<file path="config.mk">
export PLATFORM = sky130hd
export DESIGN_NAME = ctp_back
export DESIGN_NICKNAME = d
export VERILOG_FILES = /design/src/sv/ctp_pkg.sv /design/src/sv/ctp_back.sv
export SDC_FILE = /design/constraint.sdc
export NUM_CORES = 2
export LEC_CHECK = 0
export BUFFER_PORTS_ARGS = -buffer_cell sky130_fd_sc_hd__buf_2
export CAP_MARGIN = 5
export CORE_ASPECT_RATIO = 1.25
export CORE_MARGIN = 3
export CORE_UTILIZATION = 55
export DETAILED_ROUTE_END_ITERATION = 10
export PLACE_DENSITY_LB_ADDON = 0.12
export SLEW_MARGIN = 15
export SYNTH_ARGS = -nofsm -noshare
export SYNTH_HDL_FRONTEND = slang
export SYNTH_SLANG_ARGS = --single-unit
</file>
<file path="constraint.sdc">
create_clock -name clk -period 15.9 [get_ports clk]
set_clock_uncertainty 0.15 [all_clocks]
set_input_delay 0.795 -clock clk [delete_from_list [all_inputs] [get_ports clk]]
set_output_delay 0.795 -clock clk [all_outputs]
set_load 0.005 [all_outputs]
</file>
<file path="src/sv/ctp_pkg.sv">
// Shared package for the color preset transform: fixed-point types, look codes,
// grading constants and the rounding helpers used by every pipeline section.
// No dependencies.
package ctp_pkg;

  localparam int CH_BITS   = 12;
  localparam int FRAC_BITS = 16;
  localparam int FX_W      = 20;               // signed, range +/-8.0
  localparam int PROD_W    = 2 * FX_W;
  localparam int OUT_BITS  = 8;
  localparam int NSTAGE    = 9;
  localparam int ONE_I     = 1 << FRAC_BITS;
  localparam int CH_MAX    = (1 << CH_BITS) - 1;
  localparam int SCALE_SH  = FRAC_BITS - CH_BITS;
  localparam int CONV_W    = FRAC_BITS + 2;
  localparam int BYTE_W    = FRAC_BITS + OUT_BITS + 1;

  typedef logic signed [FX_W-1:0]   fx_t;
  typedef logic signed [PROD_W-1:0] prod_t;
  typedef logic [2:0]               look_t;
  typedef logic [2:0]               apb_addr_t;

  localparam look_t LOOK_IDENT = 3'd0;
  localparam look_t LOOK_MONO  = 3'd1;
  localparam look_t LOOK_SEPIA = 3'd2;
  localparam look_t LOOK_VINT  = 3'd3;
  localparam look_t LOOK_WARM  = 3'd4;
  localparam look_t LOOK_COOL  = 3'd5;

  localparam apb_addr_t ADDR_LOOK = 3'd0;

  // Per-stage word carried between pipeline sections; sx holds the curve
  // input in front of the curve section and the curve result after it.
  typedef struct packed {
    fx_t [2:0] sx;
    fx_t [2:0] c;
    fx_t       l;
    fx_t [2:0] sep;
  } lane_t;

  // constant in thousandths to Q.16, round half up
  function automatic fx_t kq(input int milli);
    return fx_t'((milli * ONE_I + 500) / 1000);
  endfunction

  localparam fx_t FX_ONE     = fx_t'(ONE_I);
  localparam fx_t FX_THREE   = fx_t'(3 * ONE_I);
  localparam fx_t FX_QUARTER = fx_t'(ONE_I / 4);
  localparam fx_t K_860      = kq(860);
  localparam fx_t K_150      = kq(150);
  localparam fx_t K_300      = kq(300);
  localparam fx_t K_350      = kq(350);

  localparam fx_t LUMA_K [3]    = '{kq(299), kq(587), kq(114)};
  localparam fx_t SEP_M  [3][3] = '{'{kq(393), kq(769), kq(189)},
                                    '{kq(349), kq(686), kq(168)},
                                    '{kq(272), kq(534), kq(131)}};
  localparam fx_t VIN_OFF  [3]  = '{kq(75), kq(65), kq(50)};
  localparam fx_t VIN_OFF2 [3]  = '{kq(35), fx_t'(0), -kq(45)};
  localparam fx_t WARM_K   [3]  = '{kq(1100), kq(1080), kq(1050)};
  localparam fx_t WARM_OFF [3]  = '{kq(30), fx_t'(0), -kq(30)};
  localparam fx_t COOL_K   [3]  = '{kq(1020), kq(1020), kq(1050)};
  localparam fx_t COOL_OFF [3]  = '{-kq(20), kq(5), kq(40)};

  // Q.32 to Q.16, ties away from zero
  function automatic fx_t rnd(input prod_t p);
    prod_t t;
    t = p + prod_t'(ONE_I / 2) - prod_t'(p[PROD_W-1]);
    return t[FRAC_BITS+FX_W-1:FRAC_BITS];
  endfunction

  function automatic fx_t fmul(input fx_t a, input fx_t b);
    prod_t p;
    p = a * b;
    return rnd(p);
  endfunction

  function automatic fx_t dot3(input fx_t k0, input fx_t k1, input fx_t k2,
                               input fx_t a, input fx_t b, input fx_t c);
    prod_t p;
    p = k0 * a + k1 * b + k2 * c;
    return rnd(p);
  endfunction

  // round(v * 2^F / (2^C - 1)); the small quotient uses x/(2^C-1) =
  // (x + (x >> C) + 1) >> C, exact while the quotient stays below 2^C
  function automatic fx_t to_fixed(input logic [CH_BITS-1:0] v);
    logic [CONV_W-1:0] a;
    logic [CONV_W-1:0] m;
    logic [CONV_W-1:0] s;
    a = CONV_W'(v) << SCALE_SH;
    m = a + CONV_W'(CH_MAX / 2);
    s = m + (m >> CH_BITS) + CONV_W'(1);
    return fx_t'(a + (s >> CH_BITS));
  endfunction

  function automatic logic [OUT_BITS-1:0] to_byte(input fx_t v);
    logic [FRAC_BITS:0] c;
    logic [BYTE_W-1:0]  p;
    if (v < 0) begin
      c = '0;
    end else if (v > FX_ONE) begin
      c = FX_ONE[FRAC_BITS:0];
    end else begin
      c = v[FRAC_BITS:0];
    end
    p = (BYTE_W'(c) << OUT_BITS) - BYTE_W'(c) + BYTE_W'(ONE_I / 2);
    return p[FRAC_BITS+OUT_BITS-1:FRAC_BITS];
  endfunction

endpackage

</file>
<file path="src/sv/ctp_back.sv">
// Back section: per-look final grade, then clamp and round to 8 bits
// (two stages). Depends on ctp_pkg.
module ctp_back (
  input  logic                         clk,
  input  logic [1:0]                   en,
  input  ctp_pkg::look_t               look,
  input  ctp_pkg::lane_t               lane,
  output logic [ctp_pkg::OUT_BITS-1:0] red,
  output logic [ctp_pkg::OUT_BITS-1:0] green,
  output logic [ctp_pkg::OUT_BITS-1:0] blue
);
  import ctp_pkg::*;

  fx_t                 t    [3];
  fx_t                 post [3];
  fx_t                 p8   [3];
  logic [OUT_BITS-1:0] o9   [3];

  always_comb begin
    for (int i = 0; i < 3; i++) begin
      t[i] = lane.sx[i];
      case (look) inside
        LOOK_MONO:  post[i] = t[i];
        LOOK_SEPIA: post[i] = lane.sep[i];
        LOOK_VINT:  post[i] = t[i] + VIN_OFF2[i];
        LOOK_WARM:  post[i] = lane.l + fmul(t[i] - lane.l, WARM_K[i]) + WARM_OFF[i];
        LOOK_COOL:  post[i] = lane.l + fmul(t[i] - lane.l, COOL_K[i]) + COOL_OFF[i];
        default:    post[i] = lane.c[i];
      endcase
    end
  end

  always_ff @(posedge clk) begin
    if (en[0]) begin
      for (int i = 0; i < 3; i++) begin
        p8[i] <= post[i];
      end
    end
    if (en[1]) begin
      for (int i = 0; i < 3; i++) begin
        o9[i] <= to_byte(p8[i]);
      end
    end
  end

  assign red   = o9[0];
  assign green = o9[1];
  assign blue  = o9[2];

endmodule

</file>
==> results.md <==
- Placer Congestion: about 1.0
- Status: complete, no violations
- Post-Syn Nets: just over 8000
- Synth Cell Area: between 0.05 and 0.06 mm²
- Core box area: 0.0960 mm²
- Initial Util: 55.5%
- Max incr delay on CP: around 0.84 ns
- Total grt overflow: 0
- IO Count: 230
- DR vias/cell: a little under 6
- CP Max Fanout: 6
- Layout area overhead: 7.77%
- Sequential area share after synthesis: under 10%
- Initial antenna violation count: 16
- Root buf cell: clkbuf_16
- # nets final: approximately 8500
- Number of hold-repair buffers added at the cts stage: 0
- Worst path required time: ~16 ns
- Tcrit/Tclk final: 95.8%
- Total GRT Usage: around a third
- Pins Over Slew Limit: 0
- CP startpoint kind: primary input
- Actual slew at the worst max-slew pin: between 1 and 1.5 ns
- Average wire per standard cell: approximately 22 µm
- Final Setup Violations: 0
- Async set-reset flop share out of synthesis: 0%
- Placement Rows: 127
- Cell count after synthesis: 6192
- Flops & latches, synth: 84
- Library cells used by synthesis: 99
- Synth Warn #: 0
- Number of flops mapped to enable cells by yosys: 84
- Die X: ~280 µm
- Top cell family by delay on the critical path: compound AO/OA/AOI/OAI gates
- Drt initial violations: approximately 3500
- Final min period: 15.23 ns
- Pin count of the biggest net entering global routing: 61
- IO Port Bufs: 229
- Core Util, Final: 59.8%
- Final hold viol count: 0
- Maximum clock frequency: approximately 0.066 GHz
- Slew HR: approximately 16%
- Syn Area/Cell: between 8 and 9 µm²
- Layout cell share with drive strength beyond 1: 7.76%
- TritonCTS Buffers: 9
- Placed cells: between 7000 and 8000
- Sink Count: 84
- Worst path buffer plus inverter count: 11
- Final non-filler cell total: 7806
- DPL Wire Length: 152000 µm
- Crit Path Category: primary input to flip-flop
- Routed via count: ~46000
- Number of global-route vias before repair: 46910
- Unrepaired setup endpoints after global routing: false
- Drt drc: 0
- FILL cells: 8906
- Hold Path Class: primary input to flip-flop
- CTS tree: built
- DR pass1 iterations: 7
- Final ANT Viol Nets: 0
- First-pass GRT wire length: approximately 270000 µm
- Total Die Area: a little over 0.1 mm²
- Die span in y: roughly 350 µm
- Worst-path clk slew: approximately 0.08 ns
- Clock Tree Buf Depth: 2
- MaxCap Viol Count: 0
- # H-tree levels: 3
- Total wire length: ~170000 µm
- Slowest CP cell: xnor2_1
- CP Capture Type: flip-flop
- WP data arrival: roughly 15 ns
- Skew-Pair Late Insertion Delay: ~0.39 ns
- Predominant post-synthesis flop cell: edfxtp_1
==> stage by stage <==
stage | TNS (ns) | area, µm² | hold slack [ns] | setup WS (ns)
after global placement | -0.933 | 56900 | 0.730 | -0.532
final | 0 | 57400 | 0.656 | 0.673
after global routing | 0 | 57400 | 0.683 | 0.0174
after detailed placement | -1.11 | 56900 | 0.734 | -0.465
after floorplan | 0 | 53300 | 0.537 | 0.535
after CTS | 0 | 57200 | 0.639 | 0.133
==> cell type report <==
class	count	area, µm²	share of cell area [%]
multi-input combinational	4948	46600	81.1
inverter	1075	4040	7.04
sequential	84	2520	4.39
timing repair buffer	382	2330	4.06
tap	1290	1610	2.81
clock buffer	9	225	0.392
clock inverter	7	78.8	0.137
antenna	11	27.5	0.0480
==> routing by layer <==
| metal | wire length, µm | track usage [%] |
|---|---|---|
| met4 | 11100 | 17.9 |
| met5 | 41 | 0 |
| met1 | 69400 | 42.3 |
| met3 | 11400 | 4.13 |
| met2 | 82000 | 59.1 |
==> what timing repair did <==
| item | 4_1_cts | 5_1_grt |
|---|---|---|
| gates resized for setup | 0 | 26 |
| setup endpoints to repair | 1 | 17 |
| pin swaps | 1 | 2 |
| gates cloned | 0 | 0 |
| setup buffers | 4 | 4 |
==> placed cells by master (no fill, tap or decap), types with 48 or more instances in the layout <==
| master | synthesis | final |
|---|---|---|
| fa_1 | 533 | 533 |
| edfxtp_1 | 84 | 84 |
| nand2b_1 | 49 | 49 |
| nor3_1 | 83 | 83 |
| nor2_1 | 363 | 358 |
| buf_2 | 1 | 226 |
| inv_1 | 1067 | 1064 |
| o21bai_1 | 62 | 62 |
| xor2_1 | 140 | 137 |
| a21o_1 | 145 | 145 |
| xnor2_1 | 373 | 368 |
| ha_1 | 1296 | 1296 |
| a211oi_1 | 51 | 48 |
| a21oi_1 | 442 | 440 |
| nand3_1 | 96 | 95 |
| o21ai_0 | 245 | 244 |
| nand2_1 | 275 | 274 |
| nor2b_1 | 65 | 65 |
| buf_4 | 0 | 153 |
| o21a_1 | 55 | 55 |
==> flip-flops by register name (all words and copies together) (netlist names) <==
name / cells
o9: 24
p8: 60
==> worst min-delay path, stage by stage <==
cell and delay [ns]:
buf_2 0.15, nand2_1 0.06, o21ai_0 0.07
==> final timing paths <==
path / slack [ns] / cells after the start / start / end
worst max register to register: 9.25 / 21 / p8[0][40] / o9[0][23]
worst min-delay path: 0.66 / 3 / lane[185] / p8[0][45]
worst min register to register: 0.71 / 3 / p8[0][34] / o9[0][15]
worst max-delay path: 0.67 / 64 / lane[63] / p8[0][19]
==> synthesized netlist by cell type, drive strengths merged (62+ instances only) <==
cell       n  area [µm²]
a21o     145        1090
a21oi    443        2220
clkbuf    65         244
edfxtp    84        2520
fa       533       10700
ha      1296       16200
inv     1073        4030
nand2    275        1030
nand3     96         480
nor2     363        1360
nor2b     65         407
nor3      83         415
o21ai    285        1430
o21bai    62         465
xnor2    375        3310
xor2     141        1240
==> logic make-up (layout without fill, tap and decap cells) <==
| logic type | count (synthesis) | count (layout) | share of synthesized area, % |
|---|---|---|---|
| AOI/OAI and AO/OA | 1364 | 1364 | 16.4 |
| xor gates and xnor gates | 517 | 517 | 8.59 |
| adders and majority gates | 1829 | 1829 | 50.5 |
| buffers and inverters | 1160 | 1473 | 8.18 |
| DFF | 84 | 84 | 4.74 |
| muxes | 39 | 39 | 0.756 |
| other | 0 | 11 | 0 |
| and+or+nand+nor | 1199 | 1199 | 10.9 |
Power is left out: the tool's default activity adds up to more than one toggle a clock period on the data nets, which glitch-free logic cannot reach.
